**src/rtl/brc_pkg.sv**
```systemverilog
// Shared types and constants for the bitmap range-clear / find-bit block.
// No dependencies; used by the bit-search unit and the top level.
`default_nettype none

package brc_pkg;

    localparam int WORD_BITS = 32;
    localparam int BIDX_W    = 5;

    typedef logic [WORD_BITS-1:0] word_t;
    typedef logic [BIDX_W-1:0]    bidx_t;

    // request codes
    localparam int OP_W = 3;
    typedef logic [OP_W-1:0] op_t;
    localparam op_t OP_CLEAR_RANGE = 3'd0;
    localparam op_t OP_SET_ALL     = 3'd1;
    localparam op_t OP_CLEAR_ALL   = 3'd2;
    localparam op_t OP_FIND_FIRST  = 3'd3;
    localparam op_t OP_FIND_LAST   = 3'd4;

    // priority encoder masks
    localparam word_t ENC_MASK_16 = 32'hFFFF0000;
    localparam word_t ENC_MASK_8  = 32'hFF00FF00;
    localparam word_t ENC_MASK_4  = 32'hF0F0F0F0;
    localparam word_t ENC_MASK_2  = 32'hCCCCCCCC;
    localparam word_t ENC_MASK_1  = 32'hAAAAAAAA;

endpackage

`default_nettype wire

```
**src/rtl/brc_ram.sv**
```systemverilog
// Generic single-write, single-read RAM with registered read data.
// No dependencies.
`default_nettype none

module brc_ram #(
    parameter int WIDTH = 32,
    parameter int DEPTH = 32,
    localparam int AW   = (DEPTH > 1) ? $clog2(DEPTH) : 1
) (
    input  wire logic                     clk,
    input  wire logic                     we,
    input  wire logic [AW-1:0]            waddr,
    input  wire logic [WIDTH-1:0]         wdata,
    input  wire logic                     re,
    input  wire logic [AW-1:0]            raddr,
    output logic      [WIDTH-1:0]         rdata
);

    logic [WIDTH-1:0] mem [DEPTH];

    always_ff @(posedge clk)
    begin
        if (we)
        begin
            mem[waddr] <= wdata;
        end
    end

    always_ff @(posedge clk)
    begin
        if (re)
        begin
            rdata <= mem[raddr];
        end
    end

endmodule

`default_nettype wire

```
**src/rtl/brc_lsb_unit.sv**
```systemverilog
// Shared bit-search unit: lowest set bit of a word, or highest when reversed.
// Depends on brc_pkg.
`default_nettype none

module brc_lsb_unit (
    input  wire brc_pkg::word_t data,
    input  wire logic           reverse,
    output logic                any,
    output brc_pkg::bidx_t      index
);

    brc_pkg::word_t w;
    brc_pkg::word_t x;
    brc_pkg::bidx_t a;

    always_comb
    begin
        for (int i = 0; i < brc_pkg::WORD_BITS; i++)
        begin
            w[i] = reverse ? data[brc_pkg::WORD_BITS-1-i] : data[i];
        end
        x = w & (~w + brc_pkg::word_t'(1));
        a[4] = |(x & brc_pkg::ENC_MASK_16);
        a[3] = |(x & brc_pkg::ENC_MASK_8);
        a[2] = |(x & brc_pkg::ENC_MASK_4);
        a[1] = |(x & brc_pkg::ENC_MASK_2);
        a[0] = |(x & brc_pkg::ENC_MASK_1);
    end

    assign any   = |data;
    // bit-reversed position maps back as 31 - a
    assign index = reverse ? ~a : a;

endmodule

`default_nettype wire

```
**src/rtl/bitmap_range_clear_find_bit.sv**
```systemverilog
// Bitmap with range clear, set/clear all and first/last bit search.
// Set/clear all writes every word in turn. Range clear and searches read the words visited,
//   one RAM read per cycle; searches evaluate each word in the shared bit-search unit.
// One request at a time: a new request is taken only after the previous result is posted.
// Reset: async active low; a wipe pass zeroes the store before the first request
//   is taken. size_in_use resets to NBITS.
`default_nettype none

module bitmap_range_clear_find_bit #(
    parameter int NBITS = 1024
) (
    input  wire logic        clk,
    input  wire logic        rst_n,
    // request stream
    input  wire logic        s_tvalid,
    output logic             s_tready,
    input  wire logic [23:0] s_tdata,   // start_index[9:0], end_index[19:10],
                                        // wanted_value[20], zero pad [23:21]
    input  wire logic [2:0]  s_tuser,   // req_type[2:0]
    // result stream
    output logic             m_tvalid,
    input  wire logic        m_tready,
    output logic [15:0]      m_tdata,   // found[0], bit_position[10:1], zero pad [15:11]
    // size_in_use register write
    input  wire logic        cfg_valid,
    output logic             cfg_ready,
    input  wire logic [10:0] cfg_data
);

    localparam int NWORDS = (NBITS + brc_pkg::WORD_BITS - 1) / brc_pkg::WORD_BITS;
    localparam int AW     = (NWORDS > 1) ? $clog2(NWORDS) : 1;
    localparam int SW     = (NBITS + 1 > 2048) ? $clog2(NBITS + 1) : 11;
    localparam int CW     = 32;   // compare width for bit indexes

    localparam logic [AW-1:0] LAST_WORD = AW'(NWORDS - 1);
    localparam logic [CW-1:0] NB        = CW'(NBITS);
    localparam logic [CW-1:0] LAST_BIT  = CW'(NBITS - 1);

    // sequencer states
    localparam logic [2:0] ST_WIPE = 3'd0;
    localparam logic [2:0] ST_IDLE = 3'd1;
    localparam logic [2:0] ST_FILL = 3'd2;
    localparam logic [2:0] ST_SCAN = 3'd3;
    localparam logic [2:0] ST_POST = 3'd4;

    logic [2:0]       state_reg, state_next;
    logic [SW-1:0]    size_reg;

    // request context
    brc_pkg::op_t     op_reg, op_next;
    logic             want_reg, want_next;
    logic             down_reg, down_next;
    brc_pkg::bidx_t   first_off_reg, first_off_next;
    brc_pkg::bidx_t   last_off_reg, last_off_next;
    logic [AW-1:0]    end_reg, end_next;
    brc_pkg::word_t   fill_reg, fill_next;

    // read issue pointer and the word in flight
    logic [AW-1:0]    ptr_reg, ptr_next;
    logic             issue_reg, issue_next;
    logic             first_issue_reg, first_issue_next;
    logic             p_valid_reg, p_valid_next;
    logic [AW-1:0]    p_addr_reg, p_addr_next;
    logic             p_first_reg, p_first_next;
    logic             p_last_reg, p_last_next;

    // pending result and output register
    logic             res_found_reg, res_found_next;
    logic [9:0]       res_pos_reg, res_pos_next;
    logic             m_valid_reg, m_valid_next;
    logic             m_found_reg, m_found_next;
    logic [9:0]       m_pos_reg, m_pos_next;

    // RAM port
    logic             ram_we, ram_re;
    logic [AW-1:0]    ram_waddr;
    brc_pkg::word_t   ram_wdata, ram_rdata;

    // datapath
    brc_pkg::word_t   sel_word, keep_mask, clr_mask, enc_in;
    logic             enc_any;
    brc_pkg::bidx_t   enc_idx;
    logic [CW-1:0]    hit_idx;

    // request fields
    brc_pkg::op_t     req;
    logic [9:0]       s_idx, e_idx;
    logic             want_in;
    logic [CW-1:0]    s32, e32, ec32, ic32;

    assign req     = brc_pkg::op_t'(s_tuser);
    assign s_idx   = s_tdata[9:0];
    assign e_idx   = s_tdata[19:10];
    assign want_in = s_tdata[20];
    assign s32     = CW'(s_idx);
    assign e32     = CW'(e_idx);
    assign ec32    = (e32 >= NB) ? LAST_BIT : e32;
    assign ic32    = (s32 >= NB) ? LAST_BIT : s32;

    assign s_tready  = (state_reg == ST_IDLE);
    assign cfg_ready = 1'b1;
    assign m_tvalid  = m_valid_reg;
    assign m_tdata   = {5'd0, m_pos_reg, m_found_reg};

    brc_ram #(
        .WIDTH (brc_pkg::WORD_BITS),
        .DEPTH (NWORDS)
    ) u_store (
        .clk   (clk),
        .we    (ram_we),
        .waddr (ram_waddr),
        .wdata (ram_wdata),
        .re    (ram_re),
        .raddr (ptr_reg),
        .rdata (ram_rdata)
    );

    brc_lsb_unit u_lsb (
        .data    (enc_in),
        .reverse (down_reg),
        .any     (enc_any),
        .index   (enc_idx)
    );

    // Word in flight: masks for the first and last word of the range
    always_comb
    begin
        sel_word  = want_reg ? ram_rdata : ~ram_rdata;
        keep_mask = '1;
        if (p_first_reg)
        begin
            // find last keeps bits at or below the start, find first at or above
            keep_mask = down_reg ? ('1 >> (~first_off_reg)) : ('1 << first_off_reg);
        end
        clr_mask = (p_first_reg ? ('1 << first_off_reg) : '1)
                 & (p_last_reg ? ('1 >> (~last_off_reg)) : '1);
        enc_in   = sel_word & keep_mask;
        hit_idx  = CW'({p_addr_reg, enc_idx});
    end

    // RAM write port: wipe, fill, or range-clear write-back
    always_comb
    begin
        ram_we    = 1'b0;
        ram_waddr = ptr_reg;
        ram_wdata = fill_reg;
        ram_re    = (state_reg == ST_SCAN) && issue_reg;
        unique case (state_reg)
            ST_WIPE:
            begin
                ram_we    = 1'b1;
                ram_wdata = '0;
            end
            ST_FILL:
            begin
                ram_we = 1'b1;
            end
            ST_SCAN:
            begin
                if (p_valid_reg && (op_reg == brc_pkg::OP_CLEAR_RANGE))
                begin
                    ram_we    = 1'b1;
                    ram_waddr = p_addr_reg;
                    ram_wdata = ram_rdata & ~clr_mask;
                end
            end
            default:
            begin
                ram_we = 1'b0;
            end
        endcase
    end

    // Sequencer
    always_comb
    begin
        state_next       = state_reg;
        op_next          = op_reg;
        want_next        = want_reg;
        down_next        = down_reg;
        first_off_next   = first_off_reg;
        last_off_next    = last_off_reg;
        end_next         = end_reg;
        fill_next        = fill_reg;
        ptr_next         = ptr_reg;
        issue_next       = issue_reg;
        first_issue_next = first_issue_reg;
        p_valid_next     = 1'b0;
        p_addr_next      = p_addr_reg;
        p_first_next     = p_first_reg;
        p_last_next      = p_last_reg;
        res_found_next   = res_found_reg;
        res_pos_next     = res_pos_reg;
        m_valid_next     = m_valid_reg && !m_tready;
        m_found_next     = m_found_reg;
        m_pos_next       = m_pos_reg;

        unique case (state_reg)
            ST_WIPE, ST_FILL:
            begin
                if (ptr_reg == LAST_WORD)
                begin
                    ptr_next   = '0;
                    state_next = (state_reg == ST_WIPE) ? ST_IDLE : ST_POST;
                end
                else
                begin
                    ptr_next = ptr_reg + AW'(1);
                end
            end

            ST_IDLE:
            begin
                if (s_tvalid)
                begin
                    op_next          = req;
                    want_next        = want_in;
                    down_next        = 1'b0;
                    res_found_next   = 1'b0;
                    res_pos_next     = '0;
                    issue_next       = 1'b1;
                    first_issue_next = 1'b1;
                    state_next       = ST_POST;
                    unique case (req)
                        brc_pkg::OP_CLEAR_RANGE:
                        begin
                            // reversed or out-of-store ranges are ignored
                            if (!(s32 > e32) && (s32 < NB))
                            begin
                                ptr_next       = AW'(s32 >> brc_pkg::BIDX_W);
                                end_next       = AW'(ec32 >> brc_pkg::BIDX_W);
                                first_off_next = s_idx[4:0];
                                last_off_next  = ec32[4:0];
                                state_next     = ST_SCAN;
                            end
                        end
                        brc_pkg::OP_SET_ALL, brc_pkg::OP_CLEAR_ALL:
                        begin
                            ptr_next   = '0;
                            fill_next  = (req == brc_pkg::OP_SET_ALL) ? '1 : '0;
                            state_next = ST_FILL;
                        end
                        brc_pkg::OP_FIND_FIRST:
                        begin
                            if ((s32 < CW'(size_reg)) && (s32 < NB))
                            begin
                                ptr_next       = AW'(s32 >> brc_pkg::BIDX_W);
                                end_next       = LAST_WORD;
                                first_off_next = s_idx[4:0];
                                last_off_next  = '1;
                                state_next     = ST_SCAN;
                            end
                        end
                        brc_pkg::OP_FIND_LAST:
                        begin
                            // start clamps to the top bit; scan runs down to word 0
                            ptr_next       = AW'(ic32 >> brc_pkg::BIDX_W);
                            end_next       = '0;
                            first_off_next = ic32[4:0];
                            last_off_next  = '1;
                            down_next      = 1'b1;
                            state_next     = ST_SCAN;
                        end
                        default:
                        begin
                            state_next = ST_POST;
                        end
                    endcase
                end
            end

            ST_SCAN:
            begin
                // issue stage: one word read per cycle
                if (issue_reg)
                begin
                    p_valid_next     = 1'b1;
                    p_addr_next      = ptr_reg;
                    p_first_next     = first_issue_reg;
                    p_last_next      = (ptr_reg == end_reg);
                    first_issue_next = 1'b0;
                    if (ptr_reg == end_reg)
                    begin
                        issue_next = 1'b0;
                    end
                    else
                    begin
                        ptr_next = down_reg ? (ptr_reg - AW'(1)) : (ptr_reg + AW'(1));
                    end
                end
                // evaluate stage: word returned by the RAM
                if (p_valid_reg)
                begin
                    if ((op_reg != brc_pkg::OP_CLEAR_RANGE) && enc_any)
                    begin
                        // find first drops hits past the in-use size
                        if (down_reg || ((hit_idx < CW'(size_reg)) && (hit_idx < NB)))
                        begin
                            res_found_next = 1'b1;
                            res_pos_next   = hit_idx[9:0];
                        end
                        issue_next   = 1'b0;
                        p_valid_next = 1'b0;
                        state_next   = ST_POST;
                    end
                    else if (p_last_reg)
                    begin
                        issue_next   = 1'b0;
                        p_valid_next = 1'b0;
                        state_next   = ST_POST;
                    end
                end
            end

            ST_POST:
            begin
                if (!m_valid_reg || m_tready)
                begin
                    m_valid_next = 1'b1;
                    m_found_next = res_found_reg;
                    m_pos_next   = res_pos_reg;
                    state_next   = ST_IDLE;
                end
            end

            default:
            begin
                state_next = ST_IDLE;
            end
        endcase
    end

    // control registers
    always_ff @(posedge clk or negedge rst_n)
    begin
        if (!rst_n)
        begin
            state_reg       <= ST_WIPE;
            ptr_reg         <= '0;
            issue_reg       <= 1'b0;
            first_issue_reg <= 1'b0;
            p_valid_reg     <= 1'b0;
            m_valid_reg     <= 1'b0;
            size_reg        <= SW'(NBITS);
        end
        else
        begin
            state_reg       <= state_next;
            ptr_reg         <= ptr_next;
            issue_reg       <= issue_next;
            first_issue_reg <= first_issue_next;
            p_valid_reg     <= p_valid_next;
            m_valid_reg     <= m_valid_next;
            if (cfg_valid && cfg_ready)
            begin
                size_reg <= SW'(cfg_data);
            end
        end
    end

    // payload registers
    always_ff @(posedge clk)
    begin
        op_reg        <= op_next;
        want_reg      <= want_next;
        down_reg      <= down_next;
        first_off_reg <= first_off_next;
        last_off_reg  <= last_off_next;
        end_reg       <= end_next;
        fill_reg      <= fill_next;
        p_addr_reg    <= p_addr_next;
        p_first_reg   <= p_first_next;
        p_last_reg    <= p_last_next;
        res_found_reg <= res_found_next;
        res_pos_reg   <= res_pos_next;
        m_found_reg   <= m_found_next;
        m_pos_reg     <= m_pos_next;
    end

endmodule

`default_nettype wire
```
**config.mk**
```make
export PLATFORM = sky130hd
export DESIGN_NAME = bitmap_range_clear_find_bit
export DESIGN_NICKNAME = d
export VERILOG_FILES = /design/src/rtl/brc_pkg.sv /design/src/rtl/brc_ram.sv /design/src/rtl/brc_lsb_unit.sv /design/src/rtl/bitmap_range_clear_find_bit.sv
export SDC_FILE = /design/constraint.sdc
export NUM_CORES = 1
export LEC_CHECK = 0
export BUFFER_PORTS_ARGS = -buffer_cell sky130_fd_sc_hd__buf_2
export CORE_MARGIN = 2
export CORE_UTILIZATION = 55
export CTS_CLUSTER_DIAMETER = 40
export DETAILED_ROUTE_END_ITERATION = 8
export GPL_TIMING_DRIVEN = 1
export PLACE_DENSITY = 0.71
export SLEW_MARGIN = 5
export SYNTH_ARGS = -nofsm -noshare
export SYNTH_HDL_FRONTEND = slang
export SYNTH_SLANG_ARGS = --single-unit
```
**constraint.sdc**
```tcl
create_clock -name clk -period 9.04 [get_ports clk]
set_input_delay 0.904 -clock clk [delete_from_list [all_inputs] [get_ports clk]]
set_output_delay 0.904 -clock clk [all_outputs]
set_load 0.1 [all_outputs]
```
==> results.ini, run 1 <==
[synth]
synthesis.area_sq_mm=0.0480
yosysSeqAreaShare_pct=70.4
ys_ff_latch=1129
yosysTopAreaCellShare_pct=69.2
async_flop_share_pct=2.04
synth-edff-count=1106
synth_ff_type=edfxtp_1
synthDistinctLibCells=96
yosys_warnings=0
synthCells=2580
yosysTopAreaCell=edfxtp_1
postSynthAreaPerCell_sq_um=18.6
synth_area_leaders=edfxtp_1 (69%), mux4_2 (15%), o21ai_0 (1.2%)

[clock_network]
cts_htree_levels=4
clk_latency_ns=0.74
cts.sinks=1129
cts_tree=built
clkSlewWorstSetupHoldPaths_ns=0.06
cts_resized=0
cts_hold_buffers=0
post_cts_buffers=0
cts_buffers=131
root_buffer=clkbuf_16
clockBufferDepth=3

[critical_path]
worstSetupPathType=reg2reg
cp-end-kind=flip-flop
r2r.worst_path.cells=20
worstPathRequired_ns=9.40
start_kind=flip-flop
crit_path_max_fanout=29
arrival_ns=6.85

[status]
status=complete, no violations

[sta]
skew_ns=0.0297
hold_violations=0
grt_setup_unrepaired=no
fin_crit_sh_pct=71.8
relSlewSlack_pct=11.7
maxSlewViolCount=0
finalSetupViolations=0
layout_min_cycle_time_ns=6.49
tightest_slew_ns=1.32
clock.fmax_mhz=154
fin_tns_setup_ns=0

[detailed_routing]
ant_nets=0
vias_per_cell=6.73
totalWireLength_um=129000
dr.pass1.iters=5
wl_per_cell_um=32.7
route.detailed.drc=0
drtIter0Drc=3530
vias=26500

[power_and_ir_drop]
clockPowerShare_pct=28.4
swShare_pct=32.0
p_int_mw=12.6
p_leak_nw=17.6
pwr-share-seq_pct=41.1
comb_power_share_pct=30.5
power_density_mw_per_mm2=342
total_power_mw=18.5
p_switching_mw=5.93
vdd_drop_max_mv=0.276

[layout]
fill_cells=5864
multi_input_area_sq_mm=0.0137
largest_reg_flops=1024
areaGrowthSynthToFinish_pct=13.0
nNetsFinal=2749
final_layout_size_suffix_gt1_share_pct=28.3
post-route-util_pct=62.7
seq_area_sq_mm=0.0338
antennaDiodeCount=0

[die]
rows=108
die-width_um=299
ioPinCount=62
die-area_sq_mm=0.0897
die_h_um=299
start_util_pct=55.4
core-area_sq_mm=0.0866

[global_route]
antenna_found_initial=0
grt_pass1_vias=26500
overflow=0
grt_max_degree=141
grt.total_usage_pct=29.3
grt_pass1_wl_um=186000

[place]
port_buffers=52
gp_congestion=0.995
dp_hpwl_um=69900

[worst_hold_path]
hold_path.class=in2async

[run]
max_cap_violations=0

-- worst paths after layout --
path	start	to	slack, ns
setup / recovery	first_off_reg[2]	res_pos_reg[1]	2.55
hold / removal	rst_n	size_reg[8]	0.17
setup reg to reg	first_off_reg[2]	res_pos_reg[1]	2.55
hold reg to reg	res_pos_reg[1]	m_pos_reg[1]	0.42
max in group asynchronous	rst_n	ptr_reg[3]	8.40
min in group clk	cfg_data[7]	size_reg[7]	0.40
-- cell families (layout without fill, tap and decap cells) --
family,after synthesis,count (layout),share of synthesized area (%)
DFF,1129,1129,70.4
AOI/OAI and AO/OA,421,421,5.85
and+or+nand+nor,379,379,4.07
muxes,366,366,16.1
buffers and inverters,204,402,1.92
xor gates and xnor gates,48,48,0.891
adders and majority gates,31,31,0.808
other,2,6,0.0156
-- worst max-delay path, stage by stage (launching register included) --
cell      delay, ns
edfxtp_1       0.85
buf_4          0.50
a41o_1         0.33
a221oi_1       0.15
a311oi_1       0.53
a32o_1         0.42
and2_0         0.42
nand2_1        0.17
a21oi_1        0.26
nor4_2         0.13
xnor2_1        0.23
ha_1           0.29
a21o_1         0.19
a21o_1         0.16
a21o_1         0.17
a21o_1         0.18
a21o_1         0.17
a21oi_1        0.18
o31ai_1        0.09
o21ai_0        0.21
o211a_1        0.49
-- cells in the final DEF (no fill, tap or decap), drive strengths merged, types with 16 or more instances in the layout --
cell / Yosys / routed
a211oi: 22 / 22
a21o: 22 / 22
a21oi: 93 / 93
a31oi: 17 / 17
buf: 74 / 124
clkbuf: 92 / 146
clkinv: 2 / 58
dfrtp: 22 / 22
edfxtp: 1106 / 1106
ha: 31 / 31
inv: 36 / 53
mux2: 36 / 36
mux4: 320 / 320
nand2: 95 / 95
nand2b: 22 / 22
nand3: 24 / 24
nor2: 101 / 101
nor2b: 17 / 17
nor3: 21 / 21
o211ai: 19 / 19
o21ai: 118 / 118
o22ai: 16 / 16
xnor2: 25 / 25
xor2: 23 / 23
-- area by class of cell --
| class | instances | share of cell area (%) |
|---|---|---|
| sequential | 1129 | 62.3 |
| multi-input combinational | 1251 | 25.2 |
| clock buffer | 146 | 6.30 |
| tap | 1155 | 2.66 |
| clock inverter | 94 | 1.75 |
| timing repair buffer | 124 | 1.52 |
| inverter | 38 | 0.263 |
-- per-stage QoR --
stage          hold slack (ns)  cells  setup WS, ns  cell area [sq um]
2_1_floorplan            0.400   2584          4.41              48000
3_3_place_gp             0.401   3697          2.69              49900
3_5_place_dp             0.408   3697          2.71              49900
4_1_cts                  0.143   3937          2.70              54300
5_1_grt                  0.179   3937          2.25              54300
6_report                 0.174   3937          2.55              54300
-- power by group through the flow --
stage | clock (mW) | sequential (mW) | combinational [mW]
after global routing | 5.53 | 7.67 | 6.02
after floorplan | 0 | 7.55 | 3.96
after CTS | 5.32 | 7.62 | 5.66
final | 5.26 | 7.62 | 5.66
after global placement | 0 | 7.68 | 5.51
after detailed placement | 0 | 7.72 | 5.63
-- synth_stat cells (6+ instances only) --
cell	count
a31oi_1	16
or3_1	7
nand3b_1	10
buf_1	22
nor2_1	101
nand3_1	23
o211a_1	6
buf_6	8
o21a_1	12
a31o_2	6
a21oi_1	93
and2_1	13
xor2_1	22
o21ai_1	7
dfrtp_1	22
nand4_1	10
o22ai_1	15
nand2_1	95
nand2b_1	22
o21ai_0	111
o221ai_1	8
nor2b_1	17
a221oi_1	6
and3_1	15
o31ai_1	8
a22oi_1	7
inv_1	36
mux4_2	320
nor3_1	18
buf_2	27
ha_1	31
edfxtp_1	1106
clkbuf_1	92
nor3b_1	8
a211oi_1	21
o211ai_1	18
a21o_1	22
buf_4	17
mux2i_1	10
mux2_2	36
nor4_1	10
xnor2_1	25
-- routing by layer --
layer  global-route usage, %  vias up  wire, um
li1                        -    10900         -
met3                    5.09      279     10700
met4                    13.1        0      5600
met5                       0        -         0
met1                    41.3    13900     51100
met2                    45.6     1454     61500
Note: power is estimated with default switching activity, not from simulation.
==> run 2: changes to the inputs <==
==> constraint.sdc (replaced) <==
create_clock -name clk -period 6.42 [get_ports clk]
set_input_delay 0.642 -clock clk [delete_from_list [all_inputs] [get_ports clk]]
set_output_delay 0.642 -clock clk [all_outputs]
set_load 0.1 [all_outputs]
==> results.ini, run 2 (synthesis gave the netlist of run 1 again) <==
[global_route]
antenna_found_initial=1
overflow=0
grt_max_degree=135
grt_pass1_wl_um=186000
grt_pass1_vias=27100
grt.total_usage_pct=28.9

[power_and_ir_drop]
clockPowerShare_pct=28.7
vdd_drop_max_mv=0.484
power_density_mw_per_mm2=485
comb_power_share_pct=31.0
swShare_pct=32.3
p_switching_mw=8.61
p_int_mw=18.1
pwr-share-seq_pct=40.4
p_leak_nw=18.1

[place]
placed_cell_area_sq_mm=0.0505
dp_hpwl_um=76500
gp_congestion=0.975
dp_slack_ns=0.677
dp_cells=3760
port_buffers=52

[layout]
final_common_cell=edfxtp_1
nNetsFinal=2816
fin_cells=4007
final_layout_size_suffix_gt1_share_pct=29.8
finalInstanceArea_sq_mm=0.0551
fill_cells=5744
multi_input_area_sq_mm=0.0137
areaGrowthSynthToFinish_pct=14.7
largest_reg_flops=1024
final_cell_mix=edfxtp_1 (1106), mux4_2 (320), clkbuf_16 (135)
seq_area_sq_mm=0.0338
antennaDiodeCount=0

[sta]
maxSlewViolCount=0
fin_crit_sh_pct=91.6
relSlewSlack_pct=10.4
tightest_slew_ns=1.34
hold_violations=0
setup_slack_ns=0.540
skew_ns=0.0287
layout_min_cycle_time_ns=5.88
fin_tns_setup_ns=0
finalSetupViolations=0
clock.fmax_mhz=170
grt_setup_unrepaired=no

[clock_network]
cts_htree_levels=4
cts_buffers=134
clockBufferDepth=3
cts.sinks=1129
clkSlewWorstSetupHoldPaths_ns=0.05
clk_latency_ns=0.75
cts_tree=built
cts_resized=0
root_buffer=clkbuf_16

[worst_hold_path]
hold_path.class=in2reg
worstHoldStart=s_tdata[20]
hold_depth=1
min_to=want_reg

[critical_path]
r2r.worst_path.cells=22
crit_path_max_fanout=11
start_kind=flip-flop
arrival_ns=6.31
worstPathRequired_ns=6.85
regToRegSetupSlack_ns=0.54
cp-end-kind=flip-flop
timing.rr.start=first_off_reg[0]
r2r_end=res_pos_reg[9]
worstSetupPathType=reg2reg

[die]
ioPinCount=62
die-width_um=299
rows=108
die-area_sq_mm=0.0897
start_util_pct=55.4
core-area_sq_mm=0.0866
die_h_um=299

[run]
max_cap_violations=0

[detailed_routing]
dr.pass1.iters=5
drtIter0Drc=3412
route.detailed.drc=0
vias_per_cell=6.66
vias=26700
totalWireLength_um=127000
ant_nets=0
wl_per_cell_um=31.8

[status]
status=complete, no violations

[run 2: cell type report]
cell class | instances | area share [%]
flip-flops and latches | 1129 | 61.4
multi-input cells | 1251 | 24.9
clock buffers | 158 | 6.31
well taps | 1155 | 2.62
repair buffers | 188 | 2.60
clock inverters | 88 | 1.95
inverters | 38 | 0.259
[run 2: timing repair]
item,in CTS,in global routing
endpoints found under the hold margin,22,0
buffers inserted,0,0
hold buffers,1,0
[run 2: worst max path at each step]
stage                           from  cells after the start              to
finish              first_off_reg[0]                     22  res_pos_reg[9]
global route                want_reg                     22  res_pos_reg[4]
CTS                         want_reg                     22  res_pos_reg[9]
detailed placement          want_reg                     22   res_found_reg
global placement            want_reg                     22   res_found_reg
floorplan           first_off_reg[2]                     21   res_found_reg
[run 2: metal layers]
metal | vias up | wire, um | global-route usage, %
met4 | 2 | 4210 | 10.3
met1 | 14000 | 49900 | 40.0
met2 | 1408 | 63400 | 47.3
li1 | 11000 | - | -
met5 | - | 11 | 0
met3 | 246 | 9920 | 4.44
[run 2: worst max-delay path, stage by stage, from the launching register on]
cell      delay, ns
edfxtp_1       0.68
nor4_4         0.56
o21ai_1        0.22
a221oi_1       0.40
a31oi_1        0.13
buf_4          0.16
and2_0         0.23
buf_4          0.21
nand4_2        0.09
o211ai_2       0.11
nor4_2         0.53
xnor2_1        0.24
ha_1           0.31
a21o_1         0.19
a21o_1         0.17
a21o_1         0.17
a21o_1         0.17
a21o_1         0.17
a21oi_1        0.20
o31ai_1        0.09
o21ai_0        0.17
o211a_1        0.21
buf_12         0.15
[run 2: power by group through the flow]
stage / logic, mW / clock network (mW) / registers, mW
after global placement: 7.99 / 0 / 10.9
final: 8.27 / 7.65 / 10.8
after CTS: 8.26 / 7.74 / 10.8
after detailed placement: 8.18 / 0 / 10.9
after global routing: 8.79 / 8.03 / 10.8
after floorplan: 5.57 / 0 / 10.6
[run 2: metrics by stage]
stage | hold slack, ns | power [mW] | util [%]
5_1_grt | 0.104 | 27.7 | 63.6
3_5_place_dp | 0.406 | 19.1 | 58.3
4_1_cts | 0.0802 | 26.8 | 63.6
3_3_place_gp | 0.401 | 18.9 | 58.3
6_report | 0.122 | 26.7 | 63.6
2_1_floorplan | 0.346 | 16.2 | -
==> run 3: changes to the inputs <==
--- a/config.mk
+++ b/config.mk
@@ -5,7 +5,7 @@
 export SDC_FILE = /design/constraint.sdc
 export NUM_CORES = 1
 export LEC_CHECK = 0
-export BUFFER_PORTS_ARGS = -buffer_cell sky130_fd_sc_hd__buf_2
+export BUFFER_PORTS_ARGS = -buffer_cell sky130_fd_sc_hd__clkbuf_2
 export CORE_MARGIN = 2
 export CORE_UTILIZATION = 55
 export CTS_CLUSTER_DIAMETER = 40
==> constraint.sdc (replaced) <==
create_clock -name clk -period 6.31 [get_ports clk]
set_input_delay 0.631 -clock clk [delete_from_list [all_inputs] [get_ports clk]]
set_output_delay 0.631 -clock clk [all_outputs]
set_load 0.1 [all_outputs]
==> results.ini, run 3 (synthesis gave the netlist of run 1 again) <==
[layout]
areaGrowthSynthToFinish_pct=13.9
final_layout_size_suffix_gt1_share_pct=29.9
finalInstanceArea_sq_mm=0.0547
fin_cells=4003
final_common_cell=edfxtp_1
antennaDiodeCount=0
final_cell_mix=edfxtp_1 (1106), mux4_2 (320), buf_4 (144)
nNetsFinal=2823
largest_reg_flops=1024

[sta]
maxSlewViolCount=0
clock.fmax_mhz=169
layout_min_cycle_time_ns=5.93
grt_setup_unrepaired=no
fin_tns_setup_ns=0
skew_ns=0.0359
fin_crit_sh_pct=93.9
hold_violations=0
relSlewSlack_pct=13.6
finalSetupViolations=0
tightest_slew_ns=1.30

[global_route]
grt_pass1_wl_um=188000
antenna_found_initial=2
overflow=0
grt_pass1_vias=27200
grt_max_degree=117
grt.total_usage_pct=29.3

[power_and_ir_drop]
vdd_drop_max_mv=0.438
power_density_mw_per_mm2=485
total_power_mw=26.5
p_leak_nw=17.9

[critical_path]
crit_buf_inv=2
cp.depth=21
timing.rr.start=first_off_reg[0]
crit_path_max_fanout=11
r2r.worst_path.cells=21
cp_common_cell=a21o_1
worstPathRequired_ns=6.75
cp-startpoint=first_off_reg[0]
critPathTopFamily=compound AO/OA/AOI/OAI gates
r2r_end=res_pos_reg[9]
crit_path_top_delay_cell=edfxtp_1
regToRegSetupSlack_ns=0.38
arrival_ns=6.36
start_kind=flip-flop
cp-end-kind=flip-flop
worstSetupPathType=reg2reg
crit_chain=buf_4, nor3_2, o21ai_0, a31o_2, a31oi_1, a211oi_1, nand4_1, o211ai_2, nor4_2, xnor2_1, ha_1, a21o_1, a21o_1, a21o_1, a21o_1, a21o_1, a21oi_1, o31ai_1, o21ai_0, o211a_1, buf_12
critPathMaxStageDelay_ns=0.70

[run]
max_cap_violations=0

[status]
status=complete, no violations

[detailed_routing]
route.detailed.drc=0
dr.pass1.iters=7
ant_nets=0
drtIter0Drc=3242
totalWireLength_um=130000
vias_per_cell=6.72
vias=26900
wl_per_cell_um=32.4

[worst_hold_path]
min_to=want_reg
hold_path.class=in2reg
worstHoldStart=s_tdata[20]
hold_depth=1

[place]
dp_cells=3780
placed_cell_area_sq_mm=0.0506
dp_hpwl_um=77100
port_buffers=52
gp_congestion=0.963

[die]
ioPinCount=62
start_util_pct=55.4
core-area_sq_mm=0.0866
die-width_um=299
die-area_sq_mm=0.0897
die_h_um=299
rows=108

[clock_network]
cts_tree=built
clockBufferDepth=3
cts_buffers=121
clkSlewWorstSetupHoldPaths_ns=0.06
root_buffer=clkbuf_16
cts_resized=0
clk_latency_ns=0.74
cts_htree_levels=3
cts.sinks=1129
post_cts_buffers=0

## run 3: cell count changes in the layout (fill, tap and decap cells not counted), moves of 3 or more
cell	delta
inv_6	-5
buf_2	-52
clkbuf_16	-14
inv_8	+3
clkinv_1	-3
bufinv_16	-5
clkinvlp_4	+4
buf_4	+21
clkbuf_2	+52
## run 3: where the power goes
part,leakage [nW],switching (mW),internal [mW],total [mW]
clock,1.91,3.02,3.99,7.01
sequential,10.4,0.609,10.4,11.0
combinational,5.59,5.14,3.40,8.53
## run 3: layout make-up
cell class,instances,area (sq um)
Sequential cell,1129,33800
Fill cell,5886,31900
Multi-Input combinational cell,1251,13700
Clock buffer,141,3100
Timing Repair Buffer,208,1570
Tap cell,1155,1450
Clock inverter,81,916
Inverter,38,143
## run 3: stage by stage
stage	util, %	hold WS [ns]	setup WS (ns)
floorplan	-	0.335	1.68
global placement	58.5	0.404	0.502
detailed placement	58.5	0.405	0.498
CTS	63.1	0.0720	0.458
global route	63.1	0.0969	0.0778
finish	63.1	0.120	0.384
## run 3: layer usage
| metal | track usage, % | vias to the layer above | routed length, um |
|---|---|---|---|
| li1 | - | 11000 | - |
| met3 | 4.50 | 225 | 10800 |
| met1 | 41.4 | 14200 | 51200 |
| met4 | 9.76 | 0 | 3960 |
| met5 | 0 | - | 0 |
| met2 | 47.3 | 1506 | 63700 |
## run 3: worst max-delay path by stage
| stage | endpoint | slack (ns) |
|---|---|---|
| 6_report | res_pos_reg[9] | 0.38 |
| 5_1_grt | res_pos_reg[9] | 0.08 |
| 4_1_cts | res_pos_reg[9] | 0.46 |
| 3_5_place_dp | res_pos_reg[9] | 0.50 |
| 3_3_place_gp | res_found_reg | 0.50 |
| 2_1_floorplan | res_found_reg | 1.68 |
## run 3: timing repair
action / 4_1_cts / 5_1_grt
endpoints found under the setup margin: 0 / 0
endpoints found under the hold margin: 22 / 0
hold buffers: 1 / 0
## run 3: worst register-to-register path, stage by stage (launching register included)
cell      delay, ns
edfxtp_1       0.70
buf_4          0.29
nor3_2         0.61
o21ai_0        0.19
a31o_2         0.34
a31oi_1        0.35
a211oi_1       0.14
nand4_1        0.18
o211ai_2       0.11
nor4_2         0.57
xnor2_1        0.19
ha_1           0.26
a21o_1         0.18
a21o_1         0.17
a21o_1         0.17
a21o_1         0.18
a21o_1         0.18
a21oi_1        0.16
o31ai_1        0.08
o21ai_0        0.19
o211a_1        0.22
buf_12         0.14
